[src/hdl/rfq_pkg.sv]
package rfq_pkg;

  // field widths
  localparam int unsigned DELAY_W  = 16;
  localparam int unsigned PPM_W    = 22;
  localparam int unsigned DEPTH_W  = 13;
  localparam int unsigned SUM_W    = 28;
  localparam int unsigned TOTAL_W  = 32;
  localparam int unsigned SCALED_W = 18;
  localparam int unsigned WORD_W   = 32;
  localparam int unsigned PROD_W   = DELAY_W + PPM_W;

  // clock scale limits and rounding
  localparam logic [PPM_W-1:0] PPM_RESET = 22'd1000000;
  localparam logic [PPM_W-1:0] PPM_MIN   = 22'd200000;
  localparam logic [PPM_W-1:0] PPM_MAX   = 22'd3000000;
  localparam logic [PPM_W-1:0] PPM_HALF  = 22'd500000;

  // divide by one million: drop six low bits, then divide by 5^6 through a reciprocal
  localparam int unsigned        PRE_SHIFT   = 6;
  localparam int unsigned        DIVIDEND_W  = PROD_W - PRE_SHIFT;
  localparam int unsigned        RECIP_SHIFT = 32;
  localparam int unsigned        QUOT_W      = 19;
  localparam logic [QUOT_W-1:0]  RECIP_MUL   = 19'd274877;
  localparam logic [13:0]        RECIP_DIV   = 14'd15625;

  // event decoding
  localparam logic [7:0] DELAY_ONLY_ADDR = 8'hFF;
  localparam logic [1:0] MASK_BOTH       = 2'h3;
  localparam logic [1:0] MASK_FIRST      = 2'h1;
  localparam logic [1:0] MASK_NONE       = 2'h0;

  // watermark resets
  localparam logic [DEPTH_W-1:0] HIGH_WATER_RESET = 13'd3968;
  localparam logic [DEPTH_W-1:0] LOW_WATER_RESET  = 13'd256;

  typedef enum logic [1:0] {
    CMD_BYTE  = 2'd0,
    CMD_POP   = 2'd1,
    CMD_RESET = 2'd2
  } rfq_cmd_e;

  typedef enum logic [1:0] {
    REG_CLOCK_SCALE = 2'd0,
    REG_SPLIT_MODE  = 2'd1,
    REG_HIGH_WATER  = 2'd2,
    REG_LOW_WATER   = 2'd3
  } rfq_reg_e;

  typedef struct packed {
    logic [1:0] cmd;
    logic [7:0] data_byte;
    logic       host_connected;
    logic       keep_stats;
  } rfq_item_t;

  typedef struct packed {
    logic               split_mode;
    logic [DEPTH_W-1:0] pause_level;
    logic [DEPTH_W-1:0] resume_level;
  } rfq_cfg_t;

  typedef struct packed {
    logic               event_valid;
    logic [1:0]         target_sel;
    logic [4:0]         reg_addr;
    logic [7:0]         reg_value;
    logic [DEPTH_W-1:0] queue_depth;
    logic [SUM_W-1:0]   queued_cycles;
    logic [DEPTH_W-1:0] peak_depth;
    logic               flow_paused;
    logic               dropped_oldest;
    logic [TOTAL_W-1:0] event_tally;
    logic               streaming;
  } rfq_status_t;

endpackage

[src/hdl/rfq_scale.sv]
module rfq_scale (
  input  logic                         clk_i,
  input  logic                         rst_ni,
  input  logic                         en_i,
  input  logic                         valid_i,
  input  rfq_pkg::rfq_status_t         res_i,
  input  logic [rfq_pkg::DELAY_W-1:0]  delay_i,
  input  logic [rfq_pkg::PPM_W-1:0]    ppm_i,
  output logic                         valid_o,
  output rfq_pkg::rfq_status_t         res_o,
  output logic [rfq_pkg::SCALED_W-1:0] scaled_o
);
  import rfq_pkg::*;

  localparam int unsigned WIDE_W = DIVIDEND_W + QUOT_W;

  logic                  a_valid_q, b_valid_q, c_valid_q;
  rfq_status_t           a_res_q, b_res_q, c_res_q;
  logic                  a_nz_q, b_nz_q;
  logic [PROD_W-1:0]     a_prod_q;
  logic [DIVIDEND_W-1:0] b_x_q;
  logic [QUOT_W-1:0]     b_qe_q;
  logic [SCALED_W-1:0]   c_scaled_q;

  logic [PROD_W-1:0]     prod;
  logic [DIVIDEND_W-1:0] dividend;
  logic [WIDE_W-1:0]     wide;
  logic [QUOT_W-1:0]     quot_est;
  logic [DIVIDEND_W-1:0] rem;
  logic [QUOT_W-1:0]     quot;
  logic [SCALED_W-1:0]   scaled;

  // delay times scale plus half a million for rounding
  assign prod = PROD_W'(delay_i) * PROD_W'(ppm_i) + PROD_W'(PPM_HALF);

  // quotient estimate, low by at most one
  assign dividend = a_prod_q[PROD_W-1:PRE_SHIFT];
  assign wide     = WIDE_W'(dividend) * WIDE_W'(RECIP_MUL);
  assign quot_est = QUOT_W'(wide >> RECIP_SHIFT);

  // one correction step and the floor of one for a nonzero delay
  assign rem  = b_x_q - DIVIDEND_W'(DIVIDEND_W'(b_qe_q) * DIVIDEND_W'(RECIP_DIV));
  assign quot = (rem >= DIVIDEND_W'(RECIP_DIV)) ? b_qe_q + 1'b1 : b_qe_q;
  always_comb begin
    if (!b_nz_q) begin
      scaled = '0;
    end else if (quot == '0) begin
      scaled = SCALED_W'(1);
    end else begin
      scaled = SCALED_W'(quot);
    end
  end

  always_ff @(posedge clk_i or negedge rst_ni) begin
    if (!rst_ni) begin
      a_valid_q <= 1'b0;
      b_valid_q <= 1'b0;
      c_valid_q <= 1'b0;
    end else if (en_i) begin
      a_valid_q <= valid_i;
      b_valid_q <= a_valid_q;
      c_valid_q <= b_valid_q;
    end
  end

  always_ff @(posedge clk_i) begin
    if (en_i) begin
      a_res_q    <= res_i;
      a_nz_q     <= (delay_i != '0);
      a_prod_q   <= prod;
      b_res_q    <= a_res_q;
      b_nz_q     <= a_nz_q;
      b_x_q      <= dividend;
      b_qe_q     <= quot_est;
      c_res_q    <= b_res_q;
      c_scaled_q <= scaled;
    end
  end

  assign valid_o  = c_valid_q;
  assign res_o    = c_res_q;
  assign scaled_o = c_scaled_q;

endmodule

[config.mk]
export PLATFORM = sky130hd
export DESIGN_NAME = rfq_scale
export DESIGN_NICKNAME = d
export VERILOG_FILES = /design/src/hdl/rfq_pkg.sv /design/src/hdl/rfq_scale.sv
export SDC_FILE = /design/constraint.sdc
export NUM_CORES = 2
export LEC_CHECK = 0
export BUFFER_PORTS_ARGS = -buffer_cell sky130_fd_sc_hd__buf_2
export CAP_MARGIN = 10
export CORE_MARGIN = 5
export CORE_UTILIZATION = 55
export DETAILED_ROUTE_END_ITERATION = 10
export PLACE_DENSITY_LB_ADDON = 0.3
export SLEW_MARGIN = 20
export SYNTH_ARGS = -nofsm -noshare
export SYNTH_HDL_FRONTEND = slang
export SYNTH_SLANG_ARGS = --single-unit
[constraint.sdc]
create_clock -name clk_i -period 13.6 [get_ports clk_i]
set_clock_uncertainty 0.15 [all_clocks]
set_input_delay 0.68 -clock clk_i [delete_from_list [all_inputs] [get_ports clk_i]]
set_output_delay 0.68 -clock clk_i [all_outputs]
set_load 0.02 [all_outputs]
==> out/metrics.csv <==
stage,metric,value,unit
clock_tree,cts-resized-gates,0,
synth,yosys.area.top_type,edfxtp_1,
clock_tree,clkTransAtPathRegs,70,ps
drt,drcViolationCount,0,
critical_path,critPathRequiredTime,13770,ps
sta,maxSlewViolCount,0,
critical_path,setup.worst_path.end,scaled_o[0],
cells_and_area,nNetsFinal,4983,
sta,period_share,0.6381,
placed_design,port_buffers,270,
global_route,groute.usage.overall,0.2333,
clock_tree,postCtsSetupBuffers,0,
synth,ys_top_cells_by_area,"edfxtp_1, fa_1, ha_1",
global_route,grt_pass1_vias,26681,
clock_tree,clock_sink_count,421,
critical_path,startpoint,b_qe_q[4],
synth,synth_edf_count,418,
sta,fmax,115.2,MHz
die,fp.coreArea,72710,um^2
synth,syn_avg_cell_area,11.44,um^2
clock_tree,h-tree-depth,2,
global_route,grt_antenna_before_repair,2,
synth,syn_nets,4739,
drt,drt-pass1-iter-count,5,
synth,synth_common_cells,"inv_1, fa_1, ha_1, edfxtp_1, nand2_1",
drt,via_per_inst,5.262,
drt,routedWlPerCell,18.84,um
worst_hold_path,holdCritPathClass,primary input to register,
global_route,use_met1,0.3236,
sta,fin_setup_tns,0,ps
sta,rsz0062_at_grt,no,
sta,tightest_slew,1093,ps
clock_tree,root_buffer,clkbuf_16,
critical_path,end_kind,register,
die,floorplan.initialDensity,0.5527,
die,die_y,280.3,um
job,maxCapViolCount,0,
synth,ys_types,72,
sta,post-route-min-period,8678,ps
clock_tree,cts_made_buffers,44,
critical_path,r2r-end,scaled_o[0],
synth,yosysSeqAreaShare,0.3142,
cells_and_area,fillers,5806,
synth,ys_warn_count,0,
sta,finalSetupViolCount,0,
critical_path,cp_max_fo,17,
die,rows,99,
critical_path,rrSetupSlack,4920,ps
clock_tree,cts_buffer_depth,3,
synth,syn_area,40190,um^2
run_status,status,finished clean,
global_route,overflow,0,
sta,finalHoldViolCount,0,
sta,max_slew_margin,0.2713,
critical_path,arrival,8840,ps
clock_tree,clkLatencyLatePin,580,ps
die,die_w,280.3,um
critical_path,reg2reg_from,b_qe_q[4],
synth,syn_inst,3513,
sta,fin_hold_ws,122.8,ps
critical_path,reg2reg_depth,21,
clock_tree,cts_tree,done,
synth,synth_seq_cells,421,
synth,synthArstFlopShare,0.007126,
critical_path,worstSetupPathType,register to register,
global_route,grt-busiest-layer,met2,
drt,first_iter_violations,1716,
cells_and_area,drive_gt1_frac,0.09494,
drt,wl,89570,um
global_route,grt_pass1_wl,144400,um
die,ios,271,
synth,yosysMostFrequentCell,inv_1,
placed_design,gp_congestion,0.9288,
critical_path,cp-start-kind,register,
drt,vias,25010,
global_route,grt_max_degree,206,
placed_design,dp_hpwl,71040,um
drt,postRouteAntennaNets,0,
global_route,met2_usage,0.3944,
cells_and_area,area_growth,9.452,%
synth,synth-main-ff-cell,edfxtp_1,
global_route,met3_usage,0.03678,
die,die-area,78580,um^2
synth,yosysTopAreaCellShare,0.3123,
-- what timing repair did --
item                                    CTS  global route
hold buffers                              1             0
hold endpoints to repair                  3             0
endpoints found under the setup margin    0             0
-- layer usage --
metal / part of all wire / wire length [um]
met1: 0.42 / 37400
met3: 0.069 / 6152
met2: 0.49 / 43830
met4: 0.024 / 2173
met5: 0.00015 / 13
-- cell type report --
type / count / area (um^2) / area share
inverter: 934 / 3506 / 0.07970
clock inverter: 28 / 330.3 / 0.007509
sequential: 421 / 12630 / 0.2871
timing repair buffer: 273 / 1399 / 0.03180
tap: 959 / 1200 / 0.02728
multi-input combinational: 2083 / 23770 / 0.5403
antenna: 2 / 5.005 / 0.0001138
clock buffer: 53 / 1155 / 0.02625
-- cells by family after synthesis --
kind of cell	share of synthesized area
AOI/OAI and AO/OA	0.04511
xor gates and xnor gates	0.01482
adders and majority gates	0.4495
buffers and inverters	0.09446
DFF	0.3142
muxes	0.003113
and+or+nand+nor	0.07883
-- how the worst min path moves through the flow --
stage | startpoint | to | depth (start not counted)
detailed placement | a_res_q[14] | b_res_q[14] | 0
global placement | a_res_q[46] | b_res_q[46] | 0
finish | res_i[0] | a_res_q[0] | 1
floorplan | rst_ni | a_valid_q | 0
CTS | res_i[0] | a_res_q[0] | 1
global route | res_i[97] | a_res_q[97] | 1
-- worst max-delay path, cell delays in order, from the launching register on --
cell       delay, ps
edfxtp_1         550
inv_1            330
fa_1             510
fa_1             540
inv_1             50
fa_1             500
fa_1             520
fa_1             520
fa_1             540
inv_1             40
ha_1             410
a21o_1           270
a221o_1          330
a21o_1           160
a31oi_2          440
mux2i_1          240
a21oi_1           90
a2111oi_0        600
nand4_1          840
a211oi_1         490
a2111o_1         210
o22ai_2           90
-- cells in the final DEF (no fill, tap or decap), types with 47 or more instances in the layout --
cell type,n
a21oi_1,69
and2_1,133
buf_2,269
edfxtp_1,418
fa_1,608
ha_1,471
inv_1,933
nand2_1,302
nor2_1,63
o21ai_0,47
xnor2_1,48
-- stage by stage --
stage / util / cell area [um^2] / setup slack (ps) / instances
after global routing: 0.6049 / 43980 / 4433 / 4751
after CTS: 0.6049 / 43980 / 4974 / 4751
after floorplan: - / 40190 / 6258 / 3513
after global placement: 0.5843 / 42490 / 5215 / 4669
final: 0.6050 / 43990 / 4922 / 4753
after detailed placement: 0.5843 / 42490 / 5035 / 4669
-- sequential cells by signal, summed over array words and instances (netlist names) --
name,flops
a_res_q,105
b_res_q,105
res_o,105
a_prod_q,32
b_x_q,32
b_qe_q,19
scaled_o,18
a_nz_q,1
a_valid_q,1
b_nz_q,1
b_valid_q,1
valid_o,1
Power is left out: the tool's default activity adds up to more than one toggle a clock period on the data nets, which glitch-free logic cannot reach.
