### src/hdl/rfq_pkg.sv
package rfq_pkg;

  // field widths
  localparam int unsigned DELAY_W  = 16;
  localparam int unsigned PPM_W    = 22;
  localparam int unsigned DEPTH_W  = 13;
  localparam int unsigned SUM_W    = 28;
  localparam int unsigned TOTAL_W  = 32;
  localparam int unsigned SCALED_W = 18;
  localparam int unsigned WORD_W   = 32;
  localparam int unsigned PROD_W   = DELAY_W + PPM_W;

  // clock scale limits and rounding
  localparam logic [PPM_W-1:0] PPM_RESET = 22'd1000000;
  localparam logic [PPM_W-1:0] PPM_MIN   = 22'd200000;
  localparam logic [PPM_W-1:0] PPM_MAX   = 22'd3000000;
  localparam logic [PPM_W-1:0] PPM_HALF  = 22'd500000;

  // divide by one million: drop six low bits, then divide by 5^6 through a reciprocal
  localparam int unsigned        PRE_SHIFT   = 6;
  localparam int unsigned        DIVIDEND_W  = PROD_W - PRE_SHIFT;
  localparam int unsigned        RECIP_SHIFT = 32;
  localparam int unsigned        QUOT_W      = 19;
  localparam logic [QUOT_W-1:0]  RECIP_MUL   = 19'd274877;
  localparam logic [13:0]        RECIP_DIV   = 14'd15625;

  // event decoding
  localparam logic [7:0] DELAY_ONLY_ADDR = 8'hFF;
  localparam logic [1:0] MASK_BOTH       = 2'h3;
  localparam logic [1:0] MASK_FIRST      = 2'h1;
  localparam logic [1:0] MASK_NONE       = 2'h0;

  // watermark resets
  localparam logic [DEPTH_W-1:0] HIGH_WATER_RESET = 13'd3968;
  localparam logic [DEPTH_W-1:0] LOW_WATER_RESET  = 13'd256;

  typedef enum logic [1:0] {
    CMD_BYTE  = 2'd0,
    CMD_POP   = 2'd1,
    CMD_RESET = 2'd2
  } rfq_cmd_e;

  typedef enum logic [1:0] {
    REG_CLOCK_SCALE = 2'd0,
    REG_SPLIT_MODE  = 2'd1,
    REG_HIGH_WATER  = 2'd2,
    REG_LOW_WATER   = 2'd3
  } rfq_reg_e;

  typedef struct packed {
    logic [1:0] cmd;
    logic [7:0] data_byte;
    logic       host_connected;
    logic       keep_stats;
  } rfq_item_t;

  typedef struct packed {
    logic               split_mode;
    logic [DEPTH_W-1:0] pause_level;
    logic [DEPTH_W-1:0] resume_level;
  } rfq_cfg_t;

  typedef struct packed {
    logic               event_valid;
    logic [1:0]         target_sel;
    logic [4:0]         reg_addr;
    logic [7:0]         reg_value;
    logic [DEPTH_W-1:0] queue_depth;
    logic [SUM_W-1:0]   queued_cycles;
    logic [DEPTH_W-1:0] peak_depth;
    logic               flow_paused;
    logic               dropped_oldest;
    logic [TOTAL_W-1:0] event_tally;
    logic               streaming;
  } rfq_status_t;

endpackage

### src/hdl/rfq_core.sv
module rfq_core #(
  parameter int unsigned QUEUE_DEPTH = 4096,
  parameter int unsigned AW          = 12,
  parameter int unsigned CW          = 13
) (
  input  logic                       clk_i,
  input  logic                       rst_ni,
  input  logic                       fire_i,
  input  rfq_pkg::rfq_item_t         item_i,
  input  rfq_pkg::rfq_cfg_t          cfg_i,
  input  logic [rfq_pkg::WORD_W-1:0] head_word_i,
  output logic                       we_o,
  output logic [AW-1:0]              waddr_o,
  output logic [rfq_pkg::WORD_W-1:0] wdata_o,
  output logic [AW-1:0]              raddr_o,
  output rfq_pkg::rfq_status_t       res_o,
  output logic [rfq_pkg::DELAY_W-1:0] delay_o
);
  import rfq_pkg::*;

  localparam int unsigned CMPW = (CW > DEPTH_W) ? CW : DEPTH_W;

  function automatic logic [AW-1:0] wrap_inc(input logic [AW-1:0] idx);
    return (idx == AW'(QUEUE_DEPTH - 1)) ? '0 : idx + 1'b1;
  endfunction

  logic [7:0]         asm_q [3];
  logic [1:0]         cnt_q, cnt_d;
  logic [AW-1:0]      head_q, head_d;
  logic [AW-1:0]      tail_q, tail_d;
  logic [CW-1:0]      fill_q, fill_d;
  logic [SUM_W-1:0]   sum_q, sum_d, sum_drop;
  logic [CW-1:0]      peak_q, peak_d;
  logic               halt_q, halt_d;
  logic [TOTAL_W-1:0] total_q, total_d;
  logic               stream_q, stream_d;
  logic               asm_we;
  logic               flow_eval;
  logic               dropped;
  logic [DELAY_W-1:0] new_delay;
  logic [DELAY_W-1:0] head_delay;
  logic [7:0]         head_addr;
  logic [7:0]         head_value;

  assign new_delay  = {asm_q[1], asm_q[0]};
  assign head_delay = head_word_i[DELAY_W-1:0];
  assign head_addr  = head_word_i[23:16];
  assign head_value = head_word_i[31:24];

  // command decode and queue update
  always_comb begin
    cnt_d     = cnt_q;
    head_d    = head_q;
    tail_d    = tail_q;
    fill_d    = fill_q;
    sum_d     = sum_q;
    peak_d    = peak_q;
    total_d   = total_q;
    stream_d  = stream_q;
    asm_we    = 1'b0;
    flow_eval = 1'b0;
    dropped   = 1'b0;
    we_o      = 1'b0;
    wdata_o   = {item_i.data_byte, asm_q[2], new_delay};
    sum_drop  = sum_q;
    delay_o   = '0;
    res_o     = '0;
    if (fire_i) begin
      case (item_i.cmd)
        CMD_BYTE: begin
          if (cnt_q != 2'd3) begin
            asm_we = 1'b1;
            cnt_d  = cnt_q + 2'd1;
          end else begin
            cnt_d   = '0;
            total_d = total_q + 1'b1;
            // full ring: the oldest event gives way
            if (fill_q == CW'(QUEUE_DEPTH)) begin
              dropped  = 1'b1;
              head_d   = wrap_inc(head_q);
              sum_drop = (sum_q >= SUM_W'(head_delay)) ? sum_q - SUM_W'(head_delay) : '0;
            end else begin
              fill_d = fill_q + 1'b1;
            end
            we_o      = 1'b1;
            tail_d    = wrap_inc(tail_q);
            sum_d     = sum_drop + SUM_W'(new_delay);
            peak_d    = (fill_d > peak_q) ? fill_d : peak_q;
            flow_eval = 1'b1;
            stream_d  = 1'b1;
          end
        end
        CMD_POP: begin
          if (fill_q != '0) begin
            head_d            = wrap_inc(head_q);
            fill_d            = fill_q - 1'b1;
            sum_d             = (sum_q >= SUM_W'(head_delay)) ? sum_q - SUM_W'(head_delay) : '0;
            res_o.event_valid = 1'b1;
            delay_o           = head_delay;
            if (head_addr != DELAY_ONLY_ADDR) begin
              res_o.target_sel = cfg_i.split_mode ? MASK_BOTH : MASK_FIRST;
              res_o.reg_addr   = head_addr[4:0];
              res_o.reg_value  = head_value;
            end else begin
              res_o.target_sel = MASK_NONE;
            end
            flow_eval = 1'b1;
          end
        end
        CMD_RESET: begin
          cnt_d    = '0;
          total_d  = item_i.keep_stats ? total_q : '0;
          stream_d = 1'b0;
          head_d   = '0;
          tail_d   = '0;
          fill_d   = '0;
          sum_d    = '0;
          peak_d   = '0;
        end
        default: begin
        end
      endcase
    end
    // status after this transfer
    res_o.queue_depth    = DEPTH_W'(fill_d);
    res_o.queued_cycles  = sum_d;
    res_o.peak_depth     = DEPTH_W'(peak_d);
    res_o.flow_paused    = halt_d;
    res_o.dropped_oldest = dropped;
    res_o.event_tally    = total_d;
    res_o.streaming      = stream_d;
  end

  // watermark hysteresis on the depth after this transfer
  always_comb begin
    halt_d = halt_q;
    if (fire_i && (item_i.cmd == CMD_RESET)) begin
      halt_d = 1'b0;
    end else if (flow_eval) begin
      if (!item_i.host_connected) begin
        halt_d = 1'b0;
      end else if (!halt_q && (CMPW'(fill_d) >= CMPW'(cfg_i.pause_level))) begin
        halt_d = 1'b1;
      end else if (halt_q && (CMPW'(fill_d) <= CMPW'(cfg_i.resume_level))) begin
        halt_d = 1'b0;
      end
    end
  end

  assign waddr_o = tail_q;
  assign raddr_o = head_d;

  always_ff @(posedge clk_i or negedge rst_ni) begin
    if (!rst_ni) begin
      cnt_q    <= '0;
      head_q   <= '0;
      tail_q   <= '0;
      fill_q   <= '0;
      sum_q    <= '0;
      peak_q   <= '0;
      halt_q   <= 1'b0;
      total_q  <= '0;
      stream_q <= 1'b0;
    end else begin
      cnt_q    <= cnt_d;
      head_q   <= head_d;
      tail_q   <= tail_d;
      fill_q   <= fill_d;
      sum_q    <= sum_d;
      peak_q   <= peak_d;
      halt_q   <= halt_d;
      total_q  <= total_d;
      stream_q <= stream_d;
    end
  end

  // assembler bytes
  always_ff @(posedge clk_i) begin
    if (asm_we) begin
      asm_q[cnt_q] <= item_i.data_byte;
    end
  end

endmodule

### config.mk
export PLATFORM = sky130hd
export DESIGN_NAME = rfq_core
export DESIGN_NICKNAME = d
export VERILOG_FILES = /design/src/hdl/rfq_pkg.sv /design/src/hdl/rfq_core.sv
export SDC_FILE = /design/constraint.sdc
export NUM_CORES = 1
export LEC_CHECK = 0
export ABC_AREA = 0
export BUFFER_PORTS_ARGS = -buffer_cell sky130_fd_sc_hd__buf_2
export CAP_MARGIN = 40
export CELL_PAD_IN_SITES_DETAIL_PLACEMENT = 1
export CELL_PAD_IN_SITES_GLOBAL_PLACEMENT = 2
export CORE_ASPECT_RATIO = 0.5
export CORE_MARGIN = 3
export CORE_UTILIZATION = 32
export CTS_CLUSTER_SIZE = 24
export DETAILED_ROUTE_END_ITERATION = 8
export PLACE_DENSITY = 0.83
export SLEW_MARGIN = 15
export SYNTH_ARGS = -nofsm -noshare
export SYNTH_HDL_FRONTEND = slang
export SYNTH_SLANG_ARGS = --single-unit
### constraint.sdc
create_clock -name clk_i -period 7.15 [get_ports clk_i]
set_input_delay 1.0725 -clock clk_i [delete_from_list [all_inputs] [get_ports clk_i]]
set_output_delay 1.0725 -clock clk_i [all_outputs]
set_load 0.005 [all_outputs]
==> metrics list <==
- Entering global routing, the biggest net connects 61 pins.
- Max-slew violation count: 0
- The initial antenna violation count came to 1.
* Detailed Route WL: 42,000 um
* CP startpoint kind: input pin
- After synthesis, the cell types taking the most area are sky130_fd_sc_hd__dfrtp_1, sky130_fd_sc_hd__ha_1, sky130_fd_sc_hd__edfxtp_1, sky130_fd_sc_hd__o21ai_0, sky130_fd_sc_hd__nand2_1.
- Worst vdd rail ir drop: 0.175 mV
* Total global routing overflow: 0
- CTS root buf: sky130_fd_sc_hd__clkbuf_16
* Net count reported at finish: 1,698
* Period Utilization, post-route: 96.2%
* Starting density of the core: 33.3%
* Library cell contributing the largest single delay on the critical path: sky130_fd_sc_hd__or4b_1
- Setup repair after global routing left no endpoint under its margin.
- The run finished with clean final reports.
- From synthesis to final layout, the design area changed by 22.2%.
- Die width: 266 um
- In this run the count of I/O pins placed on the die edge is 252.
- The worst setup path is captured at an output port.
* Sequential group share of total power: 25.2%
- The final number of hold-violating endpoints is 0.
- The number of clock buffers added by TritonCTS is 17.
- Core Region: 32,400 um2
* Worst EP required: 6.08 ns
* CP Cell Sequence: buf_2 > inv_1 > ha_1 > nand2_1 > nor3_4 > o21ai_0 > and4_2 > o31ai_1 > ha_1 > inv_1 > fa_1 > nor2b_1 > o21ai_0 > nand2b_1 > a31oi_1 > o211ai_1 > a311o_1 > o211ai_2 > or4b_1 > xor2_1 > o221ai_2 > buf_2
- Share of post-route cells with drive strength above 1: 22.4%
- The die covers 36,100 um2.
* Clock network latency to the later pin of the worst-skew pair: 0.45 ns
- Data arrives at the worst endpoint at 5.81 ns.
- Sequential area share after synthesis: 33.1%
- Number of hold buffers added after CTS: 0
* Area of the mapped netlist: 10,800 um2
* Global-route track usage on met1: 29.4%
* Switching Share: 46.8%
- Between clock sinks in the finished design, the worst skew comes to 0.0147 ns.
- The via count of the first global-routing pass is 11,500.
- GR peak layer: met2
* Depth of the CTS H-tree: 4
* Clock-pin slew on the worst setup and hold paths: 0.07 ns
- Origin of the critical flop-to-flop path: sum_q[22]
- Counting the fill cells in the layout gives 3,932.
- After synthesis, the largest area contributor takes up 26.5% of total cell area.
- For met3 alone, demand over resource in global routing was 3.38%.
- Post-synthesis async set-or-reset flop share: 82.6%
* Pwr/cell area: 333 nW/um2
* Most common library cell in the layout ignoring fill and taps: sky130_fd_sc_hd__buf_2
* Max Buffers Root-to-Sink: 2
* Maximum fanout along the worst path: 6
- Each instance of the synthesized netlist takes up on average 8.26 um2.
- Portion of total power attributed to the clock network: 20.4%
- Setup slack closes at 0.271 ns.
- Number of enable flip-flop cells after synthesis: 24
- The critical path starts at head_word_i[8].
* Port-buffer cells: 251
* Total number of clock tree sinks: 138
* Leak: 6.36 nW
* Placed wire-length estimate: 32,200 um
* Hold WC Path Type: input pin to asynchronous set/reset pin
* Overall fraction of global-route tracks in use: 22.9%
* Worst reg2reg path depth: 15
- Psw: 2.05 mW
- Timing would allow up to 0.145 GHz.
* Total number of yosys warnings: 0
* Shortest clock period the worst path allows after layout: 6.88 ns
- Seq. cell area: 3570 um2
- At the placement stage, the worst setup path has a slack of 0.225 ns.
- Commonest cells after routing, fill and taps aside: sky130_fd_sc_hd__buf_2, sky130_fd_sc_hd__nand2_1, sky130_fd_sc_hd__o21ai_0
* Commonest register cell after synthesis: sky130_fd_sc_hd__dfrtp_1
- Max-cap violations: 0
* Netlist cell types: 80
* Post-synth top area cell: sky130_fd_sc_hd__dfrtp_1
- Number of iterations in the first detailed-routing pass: 5
* Mean number of vias per cell: 5.60
* Met2 layer usage reported by global route: 39.8%
- The first global-routing pass estimated 64,900 um of wire.
* Area of the multi-input gates: 6640 um2
- Total power for the finished layout comes to 4.39 mW.
- The worst setup path is of the input pin to output port kind.
- Summing over every cut layer, the via total after detailed routing is 11,100.
- DRC violations left: 0
- Aggregate negative setup slack: 0 ns
- When the netlist entered floorplanning its net count stood at 1,464.
- TritonCTS clock tree: yes
- Average wire length per cell after detail routing: 21.2 um
- Core Rows: 46
- At the end of routability-driven placement, the weighted congestion stood at 0.895.
- Final number of setup-violating endpoints: 0
- Slew at the pin closest to its max-slew limit: 0.786 ns
- Number of DRC markers after the initial detailed-route iteration: 610
* ANT nets after route: 0
- R2r setup slk: 1.96 ns
* Relative contribution of combinational cells to total power: 54.4%
- Maximum single-stage delay on the critical path: 0.52 ns
* Flops & latches, synth: 138
- Cell count after synthesis: 1,305
- The worst register-to-register path ends at sum_q[23].
- Worst relative slew slack: 47.1%
* Cell internal pwr: 2.33 mW
- Die Height: 136 um
## cell usage after synthesis (10+ instances only)
master                     number
sky130_fd_sc_hd__and3_1        28
sky130_fd_sc_hd__inv_1         76
sky130_fd_sc_hd__o22ai_1       23
sky130_fd_sc_hd__mux2i_1       15
sky130_fd_sc_hd__nand4_1       24
sky130_fd_sc_hd__a21oi_1       68
sky130_fd_sc_hd__edfxtp_1      24
sky130_fd_sc_hd__ha_1          83
sky130_fd_sc_hd__a31oi_1       13
sky130_fd_sc_hd__buf_4         13
sky130_fd_sc_hd__nand2b_1      10
sky130_fd_sc_hd__o31ai_1       15
sky130_fd_sc_hd__and2_1        22
sky130_fd_sc_hd__a21o_1        17
sky130_fd_sc_hd__nor3_1        54
sky130_fd_sc_hd__o21ai_0      140
sky130_fd_sc_hd__nand2_1      144
sky130_fd_sc_hd__dfrtp_1      114
sky130_fd_sc_hd__xor2_1        32
sky130_fd_sc_hd__o21a_1        19
sky130_fd_sc_hd__xnor2_1       26
sky130_fd_sc_hd__nand3_1       39
sky130_fd_sc_hd__nor2b_1       11
sky130_fd_sc_hd__a22o_1        23
sky130_fd_sc_hd__nor2_1        91
sky130_fd_sc_hd__clkbuf_1      45
## sequential cells by signal, summed over array words and instances, names as in the netlist
register / cells
asm_q: 24
cnt_q: 2
fill_q: 13
halt_q: 1
head_q: 12
peak_q: 13
stream_q: 1
sum_q: 28
total_q: 32
waddr_o: 12
## metal layers
| metal | share of wire [%] | wire [um] | vias up |
|---|---|---|---|
| li1 | - | - | 5217 |
| met1 | 44 | 18500 | 5584 |
| met2 | 50 | 20800 | 265 |
| met3 | 4.0 | 1690 | 57 |
| met4 | 2.3 | 969 | 0 |
| met5 | 0 | 0 | - |
## how the worst max path moves through the flow
stage,end
finish,res_o[70]
global route,res_o[70]
CTS,res_o[70]
detailed placement,res_o[70]
global placement,res_o[70]
floorplan,res_o[70]
## timing repair
item                       in CTS  in global routing
resized for setup               0                 12
setup buffers                   0                  1
setup endpoints to repair       0                  5
## cell families after synthesis
group           Yosys count  share of synthesized area [%]
simple gates            469                           21.7
compound gates          391                           23.0
buf+inv                 147                           5.72
flops                   138                           33.1
fa+ha+maj                85                           10.0
xor+xnor                 58                           4.71
mux                      17                           1.71
## per-stage QoR
stage               area (um2)  util (%)  instances  hold WS [ns]
finish                   13200      40.7       1985         0.488
global route             13200      40.7       1985         0.487
CTS                      13100      40.3       1980         0.524
detailed placement       12500      38.6       1948         0.505
global placement         12500      38.5       1945         0.496
floorplan                10800         -       1305         0.496
## power by group through the flow
| stage | logic (mW) | clock network, mW | registers [mW] |
|---|---|---|---|
| 6_report | 2.38 | 0.895 | 1.11 |
| 5_1_grt | 2.64 | 0.952 | 1.13 |
| 3_5_place_dp | 2.32 | 0 | 1.11 |
| 4_1_cts | 2.34 | 0.914 | 1.10 |
| 3_3_place_gp | 2.27 | 0 | 1.11 |
| 2_1_floorplan | 1.62 | 0 | 1.01 |
## cell type report
type	count	area share, %
sequential	138	27.1
tap	432	4.10
inverter	77	2.19
clock buffer	18	3.33
multi-input combinational	1020	50.4
clock inverter	14	1.02
antenna	1	0.0190
timing repair buffer	285	11.8
## critical path, delay by kind of cell
| kind | cells | cell delay [ns] |
|---|---|---|
| buf+inv | 4 | 0.34 |
| xor+xnor | 1 | 0.17 |
| simple gates | 6 | 1.55 |
| compound gates | 8 | 1.62 |
| fa+ha+maj | 3 | 1.03 |
No activity file was read; power rests on OpenSTA's default activity.
